===== src/design/smsd_pkg.sv =====
`timescale 1ns / 1ps
// ----------------------------------------------------------------------------
// Skip/copy movie stream decoder package
// Shared widths, parameter defaults and the skip unit result type.
// ----------------------------------------------------------------------------
package smsd_pkg;

    localparam int BYTE_W                 = 8;
    localparam int COUNT_W                = 16;
    localparam int ADDR_W                 = 19;
    localparam int POS_W                  = 18;
    localparam int RING_W                 = 16;
    localparam int LEFT_W                 = 18;
    localparam int LINE_STRIDE            = 512;
    localparam int COL_W                  = $clog2(LINE_STRIDE);

    localparam int DEF_LINE_PIXELS        = 320;
    localparam int DEF_SOUND_RING_SAMPLES = 65536;

    typedef struct packed {
        logic             valid;
        logic [POS_W-1:0] position;
    } t_skip_result;

endpackage


===== src/design/smsd_if.sv =====
`timescale 1ns / 1ps
// ----------------------------------------------------------------------------
// Skip/copy movie stream decoder channels
// Byte input channel and byte write result channel with valid/ready.
// ----------------------------------------------------------------------------
interface smsd_in_if;
    import smsd_pkg::*;

    logic              valid;
    logic              ready;
    logic [BYTE_W-1:0] stream_byte;

    modport source (output valid, output stream_byte, input ready);
    modport sink (input valid, input stream_byte, output ready);
endinterface

interface smsd_out_if;
    import smsd_pkg::*;

    logic              valid;
    logic              ready;
    logic              write_enable;
    logic              target;
    logic [ADDR_W-1:0] byte_address;
    logic [BYTE_W-1:0] write_data;
    logic              frame_done;

    modport source (output valid, output write_enable, output target,
                    output byte_address, output write_data, output frame_done,
                    input ready);
    modport sink (input valid, input write_enable, input target,
                  input byte_address, input write_data, input frame_done,
                  output ready);
endinterface


===== src/design/skip_copy_movie_stream_decoder_unit.sv =====
`timescale 1ns / 1ps
// ----------------------------------------------------------------------------
// Skip/copy movie stream decoder
// Turns the movie byte stream into byte writes to video and sound memory.
// ----------------------------------------------------------------------------
// The i_stream channel takes one stream byte per transfer, starting with the
// first byte after the file header. The o_result channel gives one byte write
// per transfer, to video memory or to the sound ring, and flags the transfer
// that completes a frame's sound chunk. Bytes that only carry counts give no
// transfer, but a zero sound count can give a flag-only transfer on o_result.
// One byte is taken per cycle while the output register is empty or being
// emptied. A result enters the output register as its byte is taken. A skip
// count moves the screen position in the cycle after its low byte, through
// the reciprocal multiply of the skip unit, before any copied pixel needs it.
// When the receiver stalls, the output register holds its result and the next
// byte is still taken if it is being emptied in the same cycle.
// The user writes the sixteen bit audio register through i_cfg_wr_en only
// while the block is idle, which it does not enforce. Reset sets it, empties
// the output register and returns the parser to the opening sound chunk.
// ----------------------------------------------------------------------------
module skip_copy_movie_stream_decoder_unit #(
    parameter int LINE_PIXELS        = smsd_pkg::DEF_LINE_PIXELS,
    parameter int SOUND_RING_SAMPLES = smsd_pkg::DEF_SOUND_RING_SAMPLES
) (
    input  logic      i_clk,
    input  logic      i_rst_n,
    input  logic      i_cfg_wr_en,
    input  logic      i_cfg_wr_data,
    smsd_in_if.sink   i_stream,
    smsd_out_if.source o_result
);
    import smsd_pkg::*;

    localparam logic [2:0] PH_SND_HI    = 3'd0;
    localparam logic [2:0] PH_SND_LO    = 3'd1;
    localparam logic [2:0] PH_SND_DATA  = 3'd2;
    localparam logic [2:0] PH_SKIP_HI   = 3'd3;
    localparam logic [2:0] PH_SKIP_LO   = 3'd4;
    localparam logic [2:0] PH_COPY_HI   = 3'd5;
    localparam logic [2:0] PH_COPY_LO   = 3'd6;
    localparam logic [2:0] PH_COPY_DATA = 3'd7;

    localparam logic [COUNT_W-1:0] END_MARK  = '1;
    localparam logic [RING_W-1:0]  RING_LAST = RING_W'(SOUND_RING_SAMPLES - 1);

    function automatic logic [POS_W-1:0] next_line(input logic [POS_W-1:0] pos);
        next_line = {pos[POS_W-1:COL_W] + 1'b1, COL_W'(0)};
    endfunction

    logic [2:0]         r_phase, n_phase;
    logic [BYTE_W-1:0]  r_high, n_high;
    logic [LEFT_W-1:0]  r_bytes_left, n_bytes_left;
    logic [POS_W-1:0]   r_screen, n_screen;
    logic               r_pix_idx, n_pix_idx;
    logic [RING_W-1:0]  r_ring_pos, n_ring_pos;
    logic               r_frame_started, n_frame_started;
    logic               r_sixteen;

    logic               r_out_valid;
    logic               r_we;
    logic               r_target;
    logic [ADDR_W-1:0]  r_addr;
    logic [BYTE_W-1:0]  r_data;
    logic               r_done;

    logic               w_accept;
    logic [BYTE_W-1:0]  w_byte;
    logic [COUNT_W-1:0] w_count;
    logic [LEFT_W-1:0]  w_left_dec;
    logic [RING_W-1:0]  w_ring_inc;
    logic [POS_W-1:0]   w_pos;
    logic               w_skip_start;
    t_skip_result       w_skip;

    logic               n_we;
    logic               n_target;
    logic [ADDR_W-1:0]  n_addr;
    logic               n_done;

    assign i_stream.ready = !r_out_valid || o_result.ready;
    assign w_accept       = i_stream.valid && i_stream.ready;
    assign w_byte         = i_stream.stream_byte;
    assign w_count        = {r_high, w_byte};
    assign w_left_dec     = r_bytes_left - 1'b1;
    assign w_ring_inc     = (r_ring_pos == RING_LAST) ? '0 : r_ring_pos + 1'b1;
    assign w_skip_start   = w_accept && (r_phase == PH_SKIP_LO) && (w_count != END_MARK);

    smsd_skip_step #(
        .LINE_PIXELS(LINE_PIXELS)
    ) u_skip_step (
        .i_clk      (i_clk),
        .i_rst_n    (i_rst_n),
        .i_start    (w_skip_start),
        .i_count    (w_count),
        .i_position (r_screen),
        .o_skip     (w_skip)
    );

    always_comb begin
        n_phase         = r_phase;
        n_high          = r_high;
        n_bytes_left    = r_bytes_left;
        n_screen        = w_skip.valid ? w_skip.position : r_screen;
        n_pix_idx       = r_pix_idx;
        n_ring_pos      = r_ring_pos;
        n_frame_started = r_frame_started;
        n_we            = 1'b0;
        n_target        = 1'b0;
        n_addr          = '0;
        n_done          = 1'b0;
        w_pos           = r_screen;

        if (w_accept) begin
            unique case (r_phase) inside
                PH_SND_HI, PH_SKIP_HI, PH_COPY_HI: begin
                    n_high  = w_byte;
                    n_phase = r_phase + 3'd1;
                end
                PH_SND_LO: begin
                    n_pix_idx = 1'b0;
                    if (w_count == '0) begin
                        n_done          = r_frame_started;
                        n_frame_started = 1'b1;
                        n_phase         = PH_SKIP_HI;
                        n_screen        = '0;
                        n_bytes_left    = '0;
                    end else begin
                        n_bytes_left = r_sixteen ? {1'b0, w_count, 1'b0}
                                                 : LEFT_W'(w_count);
                        n_phase      = PH_SND_DATA;
                    end
                end
                PH_SND_DATA: begin
                    n_we     = 1'b1;
                    n_target = 1'b1;
                    if (r_sixteen) begin
                        n_addr = ADDR_W'({r_ring_pos, r_pix_idx});
                        if (r_pix_idx) begin
                            n_ring_pos = w_ring_inc;
                            n_pix_idx  = 1'b0;
                        end else begin
                            n_pix_idx = 1'b1;
                        end
                    end else begin
                        n_addr     = ADDR_W'(r_ring_pos);
                        n_ring_pos = w_ring_inc;
                        n_pix_idx  = 1'b0;
                    end
                    n_bytes_left = w_left_dec;
                    if (w_left_dec == '0) begin
                        n_done          = r_frame_started;
                        n_frame_started = 1'b1;
                        n_phase         = PH_SKIP_HI;
                        n_screen        = '0;
                        n_pix_idx       = 1'b0;
                    end
                end
                PH_SKIP_LO: begin
                    n_phase = (w_count == END_MARK) ? PH_SND_HI : PH_COPY_HI;
                end
                PH_COPY_LO: begin
                    if (w_count == END_MARK) begin
                        n_phase = PH_SND_HI;
                    end else if (w_count == '0) begin
                        n_phase = PH_SKIP_HI;
                    end else begin
                        n_bytes_left = {1'b0, w_count, 1'b0};
                        n_pix_idx    = 1'b0;
                        n_phase      = PH_COPY_DATA;
                    end
                end
                PH_COPY_DATA: begin
                    if (!r_pix_idx &&
                        ({1'b0, r_screen[COL_W-1:0]} >= (COL_W+1)'(LINE_PIXELS))) begin
                        w_pos = next_line(r_screen);
                    end
                    n_we   = 1'b1;
                    n_addr = {w_pos, r_pix_idx};
                    n_screen = w_pos;
                    if (r_pix_idx) begin
                        n_pix_idx = 1'b0;
                        if (({1'b0, w_pos[COL_W-1:0]} + 1'b1) >=
                            (COL_W+1)'(LINE_PIXELS)) begin
                            n_screen = next_line(w_pos);
                        end else begin
                            n_screen = w_pos + 1'b1;
                        end
                    end else begin
                        n_pix_idx = 1'b1;
                    end
                    n_bytes_left = w_left_dec;
                    if (w_left_dec == '0) begin
                        n_pix_idx = 1'b0;
                        n_phase   = PH_SKIP_HI;
                    end
                end
                default: begin
                end
            endcase
        end
    end

    always_ff @(posedge i_clk) begin
        if (!i_rst_n) begin
            r_phase         <= PH_SND_HI;
            r_high          <= '0;
            r_bytes_left    <= '0;
            r_screen        <= '0;
            r_pix_idx       <= 1'b0;
            r_ring_pos      <= '0;
            r_frame_started <= 1'b0;
            r_sixteen       <= 1'b1;
            r_out_valid     <= 1'b0;
        end else begin
            r_phase         <= n_phase;
            r_high          <= n_high;
            r_bytes_left    <= n_bytes_left;
            r_screen        <= n_screen;
            r_pix_idx       <= n_pix_idx;
            r_ring_pos      <= n_ring_pos;
            r_frame_started <= n_frame_started;
            if (i_cfg_wr_en) begin
                r_sixteen <= i_cfg_wr_data;
            end
            if (w_accept) begin
                r_out_valid <= n_we || n_done;
            end else if (o_result.ready) begin
                r_out_valid <= 1'b0;
            end
        end
    end

    always_ff @(posedge i_clk) begin
        if (w_accept && (n_we || n_done)) begin
            r_we     <= n_we;
            r_target <= n_target;
            r_addr   <= n_addr;
            r_data   <= n_we ? w_byte : '0;
            r_done   <= n_done;
        end
    end

    assign o_result.valid        = r_out_valid;
    assign o_result.write_enable = r_we;
    assign o_result.target       = r_target;
    assign o_result.byte_address = r_addr;
    assign o_result.write_data   = r_data;
    assign o_result.frame_done   = r_done;

endmodule


===== src/design/smsd_skip_step.sv =====
`timescale 1ns / 1ps
// ----------------------------------------------------------------------------
// Skip step unit
// Splits a skip count into whole lines and a remainder by a reciprocal
// multiply, then moves the screen position from the registered quotient.
// ----------------------------------------------------------------------------
module smsd_skip_step #(
    parameter int LINE_PIXELS = smsd_pkg::DEF_LINE_PIXELS
) (
    input  logic                         i_clk,
    input  logic                         i_rst_n,
    input  logic                         i_start,
    input  logic [smsd_pkg::COUNT_W-1:0] i_count,
    input  logic [smsd_pkg::POS_W-1:0]   i_position,
    output smsd_pkg::t_skip_result       o_skip
);
    import smsd_pkg::*;

    localparam int DIV_SHIFT = COUNT_W + $clog2(LINE_PIXELS);
    localparam int PROD_W    = DIV_SHIFT + COUNT_W;
    localparam int RECIP     = ((1 << DIV_SHIFT) + LINE_PIXELS - 1) / LINE_PIXELS;

    logic [PROD_W-1:0]  w_prod;
    logic [COUNT_W-1:0] r_quot;
    logic [COUNT_W-1:0] r_count;
    logic               r_valid;
    logic [COUNT_W-1:0] w_rem_full;
    logic [COL_W-1:0]   w_rem;
    logic [POS_W-1:0]   w_base;
    logic [COL_W:0]     w_col_sum;

    assign w_prod = PROD_W'(i_count) * PROD_W'(RECIP);

    always_ff @(posedge i_clk) begin
        if (!i_rst_n) begin
            r_valid <= 1'b0;
        end else begin
            r_valid <= i_start;
        end
    end

    always_ff @(posedge i_clk) begin
        if (i_start) begin
            r_quot  <= w_prod[DIV_SHIFT +: COUNT_W];
            r_count <= i_count;
        end
    end

    assign w_rem_full = r_count - COUNT_W'(r_quot * COUNT_W'(LINE_PIXELS));
    assign w_rem      = w_rem_full[COL_W-1:0];
    assign w_base     = i_position + {r_quot[POS_W-COL_W-1:0], COL_W'(0)};
    assign w_col_sum  = {1'b0, w_rem} + {1'b0, w_base[COL_W-1:0]};

    always_comb begin
        o_skip.valid = r_valid;
        if (w_col_sum >= (COL_W+1)'(LINE_PIXELS)) begin
            o_skip.position = w_base + POS_W'(w_rem)
                            + POS_W'(LINE_STRIDE - LINE_PIXELS);
        end else begin
            o_skip.position = w_base + POS_W'(w_rem);
        end
    end

endmodule


===== src/flat_wrapper.sv =====
// flat-port wrapper written by rule: the top's interface ports become plain ports
module skip_copy_movie_stream_decoder_unit_flat import smsd_pkg::*;
#(
    parameter int LINE_PIXELS        = smsd_pkg::DEF_LINE_PIXELS,
    parameter int SOUND_RING_SAMPLES = smsd_pkg::DEF_SOUND_RING_SAMPLES
)
  (i_clk, i_rst_n, i_cfg_wr_en, i_cfg_wr_data, i_stream_valid, i_stream_stream_byte, i_stream_ready, o_result_valid, o_result_write_enable, o_result_target, o_result_byte_address, o_result_write_data, o_result_frame_done, o_result_ready);
  smsd_in_if i_stream_i ();
  smsd_out_if o_result_i ();
  input  logic i_clk;
  input  logic i_rst_n;
  input  logic i_cfg_wr_en;
  input  logic i_cfg_wr_data;
  input wire logic [$bits(i_stream_i.valid)-1:0] i_stream_valid;
  input wire logic [$bits(i_stream_i.stream_byte)-1:0] i_stream_stream_byte;
  output wire logic [$bits(i_stream_i.ready)-1:0] i_stream_ready;
  output wire logic [$bits(o_result_i.valid)-1:0] o_result_valid;
  output wire logic [$bits(o_result_i.write_enable)-1:0] o_result_write_enable;
  output wire logic [$bits(o_result_i.target)-1:0] o_result_target;
  output wire logic [$bits(o_result_i.byte_address)-1:0] o_result_byte_address;
  output wire logic [$bits(o_result_i.write_data)-1:0] o_result_write_data;
  output wire logic [$bits(o_result_i.frame_done)-1:0] o_result_frame_done;
  input wire logic [$bits(o_result_i.ready)-1:0] o_result_ready;
  assign i_stream_i.valid = i_stream_valid;
  assign i_stream_i.stream_byte = i_stream_stream_byte;
  assign i_stream_ready = i_stream_i.ready;
  assign o_result_valid = o_result_i.valid;
  assign o_result_write_enable = o_result_i.write_enable;
  assign o_result_target = o_result_i.target;
  assign o_result_byte_address = o_result_i.byte_address;
  assign o_result_write_data = o_result_i.write_data;
  assign o_result_frame_done = o_result_i.frame_done;
  assign o_result_i.ready = o_result_ready;
  skip_copy_movie_stream_decoder_unit #(.LINE_PIXELS(LINE_PIXELS), .SOUND_RING_SAMPLES(SOUND_RING_SAMPLES)) u_core (.i_clk(i_clk), .i_rst_n(i_rst_n), .i_cfg_wr_en(i_cfg_wr_en), .i_cfg_wr_data(i_cfg_wr_data), .i_stream(i_stream_i), .o_result(o_result_i));
endmodule

===== config.mk =====
export PLATFORM = sky130hd
export DESIGN_NAME = skip_copy_movie_stream_decoder_unit_flat
export DESIGN_NICKNAME = d
export VERILOG_FILES = /design/src/design/smsd_pkg.sv /design/src/design/smsd_if.sv /design/src/design/skip_copy_movie_stream_decoder_unit.sv /design/src/design/smsd_skip_step.sv /design/src/flat_wrapper.sv
export SDC_FILE = /design/constraint.sdc
export NUM_CORES = 1
export LEC_CHECK = 0
export BUFFER_PORTS_ARGS = -buffer_cell sky130_fd_sc_hd__buf_2
export CAP_MARGIN = 20
export CELL_PAD_IN_SITES_DETAIL_PLACEMENT = 1
export CELL_PAD_IN_SITES_GLOBAL_PLACEMENT = 1
export CORE_MARGIN = 3
export CORE_UTILIZATION = 40
export CTS_CLUSTER_SIZE = 28
export DETAILED_ROUTE_END_ITERATION = 10
export PLACE_DENSITY = 0.72
export SYNTH_ARGS = -nofsm -noshare
export SYNTH_HDL_FRONTEND = slang
export SYNTH_SLANG_ARGS = --single-unit

===== constraint.sdc =====
create_clock -name i_clk -period 14.68 [get_ports i_clk]
set_input_delay 1.468 -clock i_clk [delete_from_list [all_inputs] [get_ports i_clk]]
set_output_delay 1.468 -clock i_clk [all_outputs]
set_load 0.1 [all_outputs]

# Word level (Yosys, flattened, before mapping)

Index checks and enable logic that the tools add are counted.

Add/sub/neg operators: 12
Reduce and logical (&&, ||, !) cells: 25
Mux-type cells: 46
Magnitude comparators: 3
Multiply operators: 2
Eq/ne operators: 16

Operator list:

| operator                                                                              | count |
|---|---|
| 18-bit 2-to-1 mux                                                                     | 13 |
| 18-bit one-hot mux with 3 select lines                                                | 2 |
| 16-bit 2-to-1 mux                                                                     | 3 |
| 19-bit one-hot mux with 2 select lines                                                | 1 |
| 17-bit 2-to-1 mux                                                                     | 2 |
| 16-bit equality test (second input constant)                                          | 2 |
| 16-bit by 16-bit multiplier with 32-bit output (second input constant)                | 1 |
| 10-bit by 9-bit greater-or-equal comparator with 1-bit output (second input constant) | 2 |
| 18-bit by 1-bit adder with 18-bit output (second input constant)                      | 1 |
| 18-bit by 17-bit adder with 18-bit output                                             | 1 |
| 18-bit by 8-bit adder with 18-bit output (second input constant)                      | 1 |
| 18-bit by 9-bit adder with 18-bit output                                              | 1 |
| 9-bit by 1-bit adder with 9-bit output (second input constant)                        | 2 |
| 18-bit logical NOT                                                                    | 1 |
| 18-bit by 1-bit subtractor with 18-bit output (second input constant)                 | 1 |
| 1-bit 2-to-1 mux                                                                      | 17 |
| 16-bit by 1-bit adder with 16-bit output (second input constant)                      | 1 |
| 16-bit logical NOT                                                                    | 1 |
| 16-bit != test (second input constant)                                                | 1 |
| 3-bit one-hot mux with 5 select lines                                                 | 1 |
| 3-bit equality test (second input constant)                                           | 4 |
| 3-bit 2-to-1 mux                                                                      | 4 |
| 4-bit AND reduction                                                                   | 3 |
| 9-bit by 1-bit adder with 10-bit output (second input constant)                       | 1 |
| 23 further kinds                                                                      | 37 |

Output and inout port bits: 32
Logic and storage cells: 121
Bits in registers: 115
Bits of input ports: 14

# Depth between registers and ports, before layout

Gate-level depths: netlist of the first run.

Word-level depth: 11
Mapped depth: 23
Gate-level depth less buffers: 23

# Hierarchy

Synthesis of the first run repeated with hierarchy kept, for this count alone.

Cells, all modules: 1372
Area, all modules: 12419.4 sq um

Modules (own cells, without submodules):

| module                              | seq. area each (sq um) | area each (sq um) | times used | cells an instance |
|---|---|---|---|---|
| smsd_skip_step                      | 530.5                  | 6423.7            | 1          | 689 |
| skip_copy_movie_stream_decoder_unit | 2242.2                 | 5995.8            | 1          | 683 |

# Worst setup path after synthesis of the first run

OpenSTA, ideal clock, no wires.

Path type: input -> register
Start: input port i_stream_stream_byte[6]
End: register u_core.u_skip_step.r_quot[7] (data pin)
Path buffers: 0
Arrival time: 6.309 ns
Path slack: 8.111 ns
Stages on the path: 21
Setup time: 0.260 ns
Data required time: 14.420 ns
Path through: inv_1 ha_1 inv_1 fa_1 inv_1 fa_1 fa_1 inv_1 fa_1 fa_1 inv_1 ha_1 a21o_1 a21oi_1 nor2b_1 o21a_1 o211a_1 o221a_2 a211oi_1 o21bai_1 xnor2_1

Cells in the longest elaborated chain, start to end: 1

RTL lines:

| element                                        | RTL line             | text |
|---|---|---|
| start, declared                                | flat_wrapper.sv:15   | `input wire logic [$bits(i_stream_i.stream_byte)-1:0] i_stream_stream_byte;` |
| 16-bit by 16-bit multiplier with 32-bit output | smsd_skip_step.sv:32 | `assign w_prod = PROD_W'(i_count) * PROD_W'(RECIP);` |
| net u_core.u_skip_step.w_prod[32]              | smsd_skip_step.sv:23 | `logic [PROD_W-1:0] w_prod;` |
| end signal, assigned                           | smsd_skip_step.sv:44 | `r_quot <= w_prod[DIV_SHIFT +: COUNT_W];` |
| end, declared                                  | smsd_skip_step.sv:24 | `logic [COUNT_W-1:0] r_quot;` |

The timed path passes the listed nets, and every way through them passes these cells.
A chain may end at the register's enable or synchronous reset.

# Worst setup path in the final report of the first run

Same ends and word-level chain as after synthesis.

==> metrics.yaml, run 1 <==
run_status:
  status: "finished clean"
synth:
  synth_top_area_cell: "ha_1"
  synth-edff-count: 47
  netlist_instances: 1347
  synth.net_count: 1616
  synth-main-ff-cell: "dfxtp_1"
  synth_warnings: 0
  synth_seq_cells: 115
  yosysUniqueCellTypes: 82
  post-synth-top-area-fraction_pct: 17.7
  yosysSeqAreaShare_pct: 23.0
  syn-cell-area_um2: 12100
  async_reset_ff_share_pct: 0
  postSynthAreaPerCell_um2: 8.96
  synth.area.top_cells: "ha_1 (18%), fa_1 (14%), edfxtp_1 (12%)"
die:
  start_util_pct: 41.3
  io_pins: 46
  dieArea_um2: 32300
  die_w_um: 180
  core_um2: 29200
  die_h_um: 180
  row_count: 62
clock_network:
  cts.sinks: 115
  cts_buffer_depth: 2
  ctsHoldBuffers: 0
  post_cts_buffers: 0
  cts_max_level: 4
  cts_resized: 0
  cts_made_buffers: 17
  cts_tree: "done"
  path_clk_slew_ns: 0.06
  root_buffer: "clkbuf_16"
  clock_latency_ns: 0.43
grt:
  first_global_vias: 10500
  grt_pass1_wl_um: 57600
  track_usage_pct: 21.9
  antenna_found_initial: 1
  overflow: 0
  grt_max_degree: 39
setup_path:
  crit_type: "input pin to register"
  crit_fanout: 9
  startpoint_type: "input pin"
  cp.required_ns: 14.85
  setup.worst_path.end_class: "register"
  worstPathArrival_ns: 6.97
detailed_routing:
  viasPerCell: 5.54
  routed_wl_um: 34800
  drt-initial-drc-count: 559
  drtAntennaViolNets: 0
  vias: 9815
  wire_per_inst_um: 19.7
  firstDrtPassIters: 5
  drc: 0
sta:
  fmax_mhz: 147
  tightest_slew_ns: 1.13
  setup_viol: 0
  post-route-min-period_ns: 6.80
  relSlewSlack_pct: 24.9
  fin_setup_tns_ns: 0
  fin_crit_sh_pct: 46.3
  rsz0062_at_grt: "false"
  maxSlewViolCount: 0
  hold_viol_final: 0
  skew_ns: 0.00820
power_and_ir_drop:
  powerDensity_nw_per_um2: 192
  switching_share_pct: 48.9
  comb_power_share_pct: 64.8
  p_leak_nw: 6.18
  sequentialPowerShare_pct: 18.1
  vdd_drop_max_uv: 110
  p_clk_share_pct: 17.1
  p_sw_mw: 1.25
  p_int_mw: 1.30
placed_design:
  place_congestion: 0.830
  io_buffers: 45
  dpl_cell_area_um2: 12700
  dp_hpwl_um: 27400
run:
  maxCapViolCount: 0
finish:
  multi_input_area_um2: 8350
  antenna_cells: 0
  syn_to_final_growth_pct: 9.92
  fillerInstances: 3461
  final_cell_mix: "inv_1 (211), ha_1 (171), nor2_1 (120)"
  design_area_um2: 13300
  seqCellArea_um2: 2770
  layout_commonest_cell: "inv_1"
  nNetsFinal: 1643
  drive_above_1_share_pct: 8.00
worst_hold_path:
  min_path_type: "register to register"
## power by group through the flow
stage | combinational [mW] | clock, mW | sequential [mW]
floorplan | 1.20 | 0 | 0.497
global placement | 1.59 | 0 | 0.466
detailed placement | 1.66 | 0 | 0.467
CTS | 1.68 | 0.442 | 0.461
global route | 1.91 | 0.458 | 0.467
finish | 1.65 | 0.436 | 0.461
## cell usage after synthesis, drive strengths merged (4+ instances only)
master / instances
a211o: 4
a211oi: 11
a21o: 13
a21oi: 48
a221oi: 10
a222oi: 5
a31oi: 15
and2: 26
and3: 14
buf: 7
clkbuf: 36
dfxtp: 68
edfxtp: 47
fa: 84
ha: 171
inv: 211
mux2i: 25
nand2: 72
nand2b: 11
nand3: 38
nand4: 20
nor2: 122
nor2b: 11
nor3: 23
nor3b: 5
nor4: 11
o211a: 6
o211ai: 7
o21a: 9
o21ai: 46
o22ai: 24
or2: 4
or3: 7
xnor2: 45
xor2: 33
## area by class of cell
class | count | area share [%]
multi-input combinational | 978 | 62.9
inverter | 211 | 5.97
clock buffer | 19 | 3.50
tap | 384 | 3.62
timing repair buffer | 51 | 2.04
clock inverter | 13 | 1.10
sequential | 115 | 20.9
## layer usage
layer	up-vias	global-route usage (%)	share of wire [%]
met1	4928	30.1	47
met4	0	4.83	1.5
met2	148	37.0	48
met3	34	2.95	2.9
li1	4705	-	-
met5	-	0	0
## worst max-delay path: stages
cell	delay, ns
buf_2	0.23
inv_1	0.12
ha_1	0.33
inv_1	0.09
fa_1	0.55
inv_1	0.06
fa_1	0.50
fa_1	0.55
inv_1	0.06
fa_1	0.50
fa_1	0.54
inv_1	0.04
ha_1	0.30
a21o_1	0.16
a21oi_1	0.16
nor2b_1	0.09
o21a_1	0.19
o211a_1	0.14
o221a_2	0.29
a211oi_1	0.34
o21bai_1	0.13
xnor2_1	0.13
## state kept, by name (all words and copies together) (netlist names), 3 cells and up
register	flops
u_core.o_result.byte_address	19
u_core.r_bytes_left	18
u_core.r_screen	18
u_core.r_ring_pos	16
u_core.u_skip_step.r_count	9
u_core.o_result.write_data	8
u_core.r_high	8
u_core.u_skip_step.r_quot	8
u_core.r_phase	3
## logic make-up (layout without fill, tap and decap cells)
kind of cell	after synthesis	in the layout	synth area share, %
AND/OR/NAND/NOR	376	376	15.6
adder cells (fa/ha/maj)	255	255	31.6
XOR/XNOR	78	78	5.72
AO/OA/AOI/OAI	243	243	13.9
flip-flops	115	115	23.0
multiplexers	26	26	2.17
buffers and inverters	254	294	7.98
## per-stage QoR
step	std cells	hold slack [ns]	power [mW]	setup WS [ns]	util [%]
2_1_floorplan	1347	0.454	1.70	8.11	-
3_3_place_gp	1738	0.474	2.06	7.56	43.3
3_5_place_dp	1738	0.501	2.12	7.43	43.3
4_1_cts	1770	0.512	2.58	7.88	45.4
5_1_grt	1771	0.533	2.84	7.60	45.4
6_report	1771	0.509	2.55	7.88	45.4
## path summary, 6_finish.rpt
| check | start | endpoint | slack, ns | cells past startpoint |
|---|---|---|---|---|
| setup / recovery | i_stream_stream_byte[6] | u_core.u_skip_step.r_quot[7]$_DFFE_PP_ | 7.88 | 22 |
| hold / removal | u_core.r_frame_started$_SDFFE_PN0P_ | u_core.r_frame_started$_SDFFE_PN0P_ | 0.51 | 1 |
| setup reg to reg | u_core.r_high[3]$_SDFFE_PN0P_ | u_core.u_skip_step.r_quot[7]$_DFFE_PP_ | 8.43 | 21 |
| hold reg to reg | u_core.r_frame_started$_SDFFE_PN0P_ | u_core.r_frame_started$_SDFFE_PN0P_ | 0.51 | 1 |
(Power assumes the default switching activity.)
==> run 2, diff against run 1 <==
--- a/config.mk
+++ b/config.mk
@@ -13,7 +13,7 @@
 export CORE_UTILIZATION = 40
 export CTS_CLUSTER_SIZE = 28
 export DETAILED_ROUTE_END_ITERATION = 10
-export PLACE_DENSITY = 0.72
+export PLACE_DENSITY = 0.75
 export SYNTH_ARGS = -nofsm -noshare
 export SYNTH_HDL_FRONTEND = slang
 export SYNTH_SLANG_ARGS = --single-unit
==> constraint.sdc (replaced) <==
create_clock -name i_clk -period 5.9 [get_ports i_clk]
set_input_delay 0.59 -clock i_clk [delete_from_list [all_inputs] [get_ports i_clk]]
set_output_delay 0.59 -clock i_clk [all_outputs]
set_load 0.1 [all_outputs]
==> metrics.yaml, run 2 (synthesis gave the netlist of run 1 again) <==
detailed_routing:
  firstDrtPassIters: 7
  drt-initial-drc-count: 498
  drtAntennaViolNets: 0
  vias: 10100
  viasPerCell: 5.54
  routed_wl_um: 35700
  drc: 0
  wire_per_inst_um: 19.7
setup_path:
  crit_fanout: 3
  ff2ff_setup_slack_ns: 0.24
  crit_type: "input pin to register"
  slowest_delay_ns: 0.56
  worstPathArrival_ns: 5.84
  startpoint_type: "input pin"
  cp.required_ns: 6.07
  critical_path.cell_chain: "buf_2, inv_1, ha_1, inv_1, fa_1, inv_1, fa_1, fa_1, inv_1, fa_1, fa_1, inv_1, ha_1, a21o_1, a21oi_1, nor2b_1, o21a_1, o211a_1, o221a_2, a21o_1, a21oi_2, xnor2_1"
  cp_slowest_cell: "fa_1"
  setup.worst_path.end_class: "register"
worst_hold_path:
  min_path_type: "input pin to register"
finish:
  layout_commonest_cell: "inv_1"
  nNetsFinal: 1686
  design_area_um2: 13700
  drive_above_1_share_pct: 11.1
  antenna_cells: 0
  largest_reg_flops: 19
  syn_to_final_growth_pct: 13.3
  final_cell_mix: "inv_1 (211), ha_1 (170), nor2_1 (120)"
  fillerInstances: 3427
placed_design:
  post-place-ws_ns: -0.305
  dp_hpwl_um: 28300
  io_buffers: 45
  place_congestion: 0.880
  dpl_cell_area_um2: 13000
grt:
  grt_max_degree: 40
  track_usage_pct: 22.2
  overflow: 0
  antenna_found_initial: 1
  grt_pass1_wl_um: 57700
  first_global_vias: 10800
sta:
  setup_viol: 0
  fin_setup_tns_ns: 0
  post-route-min-period_ns: 5.67
  maxSlewViolCount: 0
  hold_viol_final: 0
  rsz0062_at_grt: "false"
  layout_setup_ws_ns: 0.227
  holdWs_ns: 0.367
  fmax_mhz: 176
  relSlewSlack_pct: 28.9
  fin_crit_sh_pct: 96.2
  tightest_slew_ns: 1.07
  skew_ns: 0.0161
clock_network:
  root_buffer: "clkbuf_16"
  cts_max_level: 4
  ctsHoldBuffers: 0
  cts.sinks: 115
  cts_made_buffers: 17
  cts_resized: 0
  cts_tree: "done"
  clock_latency_ns: 0.43
  path_clk_slew_ns: 0.06
  cts_buffer_depth: 2
  post_cts_buffers: 0
power_and_ir_drop:
  sequentialPowerShare_pct: 16.7
  p_clk_share_pct: 18.0
  comb_power_share_pct: 65.4
  powerDensity_nw_per_um2: 484
  vdd_drop_max_uv: 307
  p_sw_mw: 3.17
  p_leak_nw: 6.42
  switching_share_pct: 48.0
  p_int_mw: 3.44
  total_power_mw: 6.61
run_status:
  status: "finished clean"
run:
  maxCapViolCount: 0
die:
  start_util_pct: 41.3
  die_h_um: 180
  dieArea_um2: 32300
  core_um2: 29200
  io_pins: 46
  die_w_um: 180
  row_count: 62
run 2: cell types whose count changed in the layout (fill, tap and decap cells not counted), sizes merged:
cell      before  now
buf           51   94
clkinv         8    3
clkbuf        19   22
inv          214  213
bufinv         2    4
clkinvlp       0    1
run 2: layout make-up:
cell class | instances | area [µm²] | share of cell area (%)
Multi-Input combinational cell | 978 | 8370 | 61.2
Sequential cell | 115 | 2780 | 20.3
Timing Repair Buffer | 94 | 593 | 4.34
Clock buffer | 22 | 507 | 3.70
Clock inverter | 10 | 165 | 1.21
Inverter | 211 | 792 | 5.79
Tap cell | 384 | 480 | 3.51
run 2: path summary, 6_finish.rpt:
kind	from	end	cells past startpoint
max	i_stream_stream_byte[6]	u_core.u_skip_step.r_quot[5]$_DFFE_PP_	22
min	i_cfg_wr_data	u_core.r_sixteen$_SDFFE_PN1P_	3
max reg2reg	u_core.r_high[0]$_SDFFE_PN0P_	u_core.u_skip_step.r_quot[5]$_DFFE_PP_	19
min reg2reg	u_core.r_frame_started$_SDFFE_PN0P_	u_core.r_frame_started$_SDFFE_PN0P_	1
run 2: per-layer routing:
| metal | vias to the layer above | wire (µm) | GRT usage [%] |
|---|---|---|---|
| met5 | - | 7 | 0 |
| met4 | 2 | 782 | 6.40 |
| met3 | 46 | 1460 | 3.50 |
| met2 | 195 | 18000 | 39.1 |
| met1 | 5025 | 15500 | 28.1 |
| li1 | 4784 | - | - |
run 2: power groups by stage:
stage | logic [mW] | registers, mW | clock network, mW
final | 4.32 | 1.10 | 1.19
after global routing | 4.96 | 1.12 | 1.24
after CTS | 4.37 | 1.10 | 1.20
after detailed placement | 4.30 | 1.12 | 0
after global placement | 4.04 | 1.11 | 0
after floorplan | 2.98 | 1.24 | 0
run 2: critical path, delay by kind of cell:
kind            cells  cell delay, ns
fa+ha+maj           7            3.32
simple gates        1            0.11
compound gates      7            1.33
xor+xnor            1            0.08
buf+inv             6            0.41
run 2: per-stage QoR:
step	util [%]	instances
after floorplan	-	1347
after global placement	44.3	1780
after detailed placement	44.3	1780
after CTS	46.6	1812
after global routing	46.8	1814
final	46.8	1814
==> run 3, diff against run 2 <==
--- a/config.mk
+++ b/config.mk
@@ -14,6 +14,7 @@
 export CTS_CLUSTER_SIZE = 28
 export DETAILED_ROUTE_END_ITERATION = 10
 export PLACE_DENSITY = 0.75
+export REMOVE_ABC_BUFFERS = 1
 export SYNTH_ARGS = -nofsm -noshare
 export SYNTH_HDL_FRONTEND = slang
 export SYNTH_SLANG_ARGS = --single-unit
==> metrics.yaml, run 3 (synthesis gave the netlist of run 1 again) <==
run_status:
  status: "finished clean"
power_and_ir_drop:
  vdd_drop_max_uv: 396
  p_leak_nw: 6.40
  powerDensity_nw_per_um2: 479
  total_power_mw: 6.53
clock_network:
  root_buffer: "clkbuf_16"
  post_cts_buffers: 0
  clock_latency_ns: 0.43
  cts_tree: "done"
  cts_max_level: 4
  cts_buffer_depth: 2
  path_clk_slew_ns: 0.06
  cts_made_buffers: 17
  cts.sinks: 115
die:
  row_count: 62
  core_um2: 29200
  start_util_pct: 41.3
  dieArea_um2: 32300
  die_h_um: 180
  io_pins: 46
  die_w_um: 180
sta:
  tightest_slew_ns: 1.09
  maxSlewViolCount: 0
  rsz0062_at_grt: "false"
  post-route-min-period_ns: 5.67
  fmax_mhz: 176
  layout_setup_ws_ns: 0.232
  setup_viol: 0
  fin_setup_tns_ns: 0
  hold_viol_final: 0
  fin_crit_sh_pct: 96.1
  skew_ns: 0.00782
  holdWs_ns: 0.364
  relSlewSlack_pct: 27.4
worst_hold_path:
  hold_depth: 2
  min_path_type: "input pin to register"
finish:
  syn_to_final_growth_pct: 12.9
  design_area_um2: 13600
  antenna_cells: 0
  nNetsFinal: 1688
  largest_reg_flops: 19
  fin_util_pct: 46.6
  layout_commonest_cell: "inv_1"
  final_cell_mix: "inv_1 (211), ha_1 (171), nor2_1 (120)"
  drive_above_1_share_pct: 11.1
  fin_cells: 1816
setup_path:
  reg2reg_to: "u_core.u_skip_step.r_quot[5]$_DFFE_PP_"
  crit_end: "u_core.u_skip_step.r_quot[5]$_DFFE_PP_"
  cpMostUsedCell: "inv_1"
  crit_fanout: 5
  cp.depth: 21
  setup.worst_path.end_class: "register"
  path_buf_inv: 5
  cp_slowest_cell: "fa_1"
  critical_path.cell_chain: "inv_1, ha_1, ha_1, inv_1, fa_1, inv_1, fa_1, inv_1, fa_1, fa_1, inv_1, ha_1, a21o_1, a21o_1, a21oi_1, o211ai_1, o211a_1, o221a_2, a21o_1, a21oi_2, xnor2_1"
  ff2ff_setup_slack_ns: 0.23
  startpoint_type: "register"
  r2r-start: "u_core.r_high[3]$_SDFFE_PN0P_"
  cp_top_family: "adder cells"
  crit_type: "register to register"
  worstPathArrival_ns: 5.85
  slowest_delay_ns: 0.56
  worstRegToRegCells: 21
  startpoint: "u_core.r_high[3]$_SDFFE_PN0P_"
  cp.required_ns: 6.08
detailed_routing:
  drt-initial-drc-count: 519
  wire_per_inst_um: 19.8
  vias: 10100
  viasPerCell: 5.56
  drtAntennaViolNets: 0
  drc: 0
  firstDrtPassIters: 5
  routed_wl_um: 35900
placed_design:
  place_inst: 1783
  io_buffers: 45
  dpl_cell_area_um2: 13000
  dp_hpwl_um: 28500
  place_congestion: 0.874
  post-place-ws_ns: -0.227
grt:
  overflow: 0
  track_usage_pct: 22.5
  first_global_vias: 11000
  grt_pass1_wl_um: 59000
  grt_max_degree: 32
  antenna_found_initial: 0
run:
  maxCapViolCount: 0
run 3: what timing repair did:
action                                  CTS  global route
hold buffers                              0             0
endpoints found under the setup margin    0             3
resized for setup                         0             5
run 3: worst reg2reg max path: stages, from the launching register on:
cell and delay, ns:
dfxtp_2 0.38, inv_1 0.06, ha_1 0.33, ha_1 0.32
inv_1 0.06, fa_1 0.50, inv_1 0.05, fa_1 0.51
inv_1 0.07, fa_1 0.50, fa_1 0.56, inv_1 0.05
ha_1 0.30, a21o_1 0.18, a21o_1 0.17, a21oi_1 0.14
o211ai_1 0.20, o211a_1 0.29, o221a_2 0.29, a21o_1 0.22
a21oi_2 0.15, xnor2_1 0.09
run 3: how the worst min path moves through the flow:
stage | from | to | slack [ns]
after detailed placement | u_core.r_frame_started$_SDFFE_PN0P_ | u_core.r_frame_started$_SDFFE_PN0P_ | 0.49
final | i_cfg_wr_en | u_core.r_sixteen$_SDFFE_PN1P_ | 0.36
after CTS | i_cfg_wr_en | u_core.r_sixteen$_SDFFE_PN1P_ | 0.35
after global routing | i_cfg_wr_en | u_core.r_sixteen$_SDFFE_PN1P_ | 0.36
after global placement | u_core.r_frame_started$_SDFFE_PN0P_ | u_core.r_frame_started$_SDFFE_PN0P_ | 0.47
after floorplan | u_core.r_frame_started$_SDFFE_PN0P_ | u_core.r_frame_started$_SDFFE_PN0P_ | 0.45
run 3: final cells by class:
type / instances / area, µm²
Clock buffer: 19 / 454
Clock inverter: 13 / 170
Fill cell: 3419 / 15600
Inverter: 211 / 792
Multi-Input combinational cell: 978 / 8350
Sequential cell: 115 / 2780
Tap cell: 384 / 480
Timing Repair Buffer: 96 / 608
run 3: routing by layer:
layer / wire, µm / GRT usage (%) / share of wire, % / vias up
li1: - / - / - / 4793
met1: 15900 / 28.7 / 44 / 5077
met2: 18200 / 40.0 / 51 / 179
met3: 1110 / 2.73 / 3.1 / 45
met4: 678 / 6.47 / 1.9 / 0
met5: 0 / 0 / 0 / -
run 3: power by group:
| part | switching, mW | total [mW] | internal, mW |
|---|---|---|---|
| clock network | 0.425 | 1.12 | 0.695 |
| registers | 0.130 | 1.10 | 0.971 |
| logic | 2.63 | 4.31 | 1.68 |
| total | 3.19 | 6.53 | 3.35 |
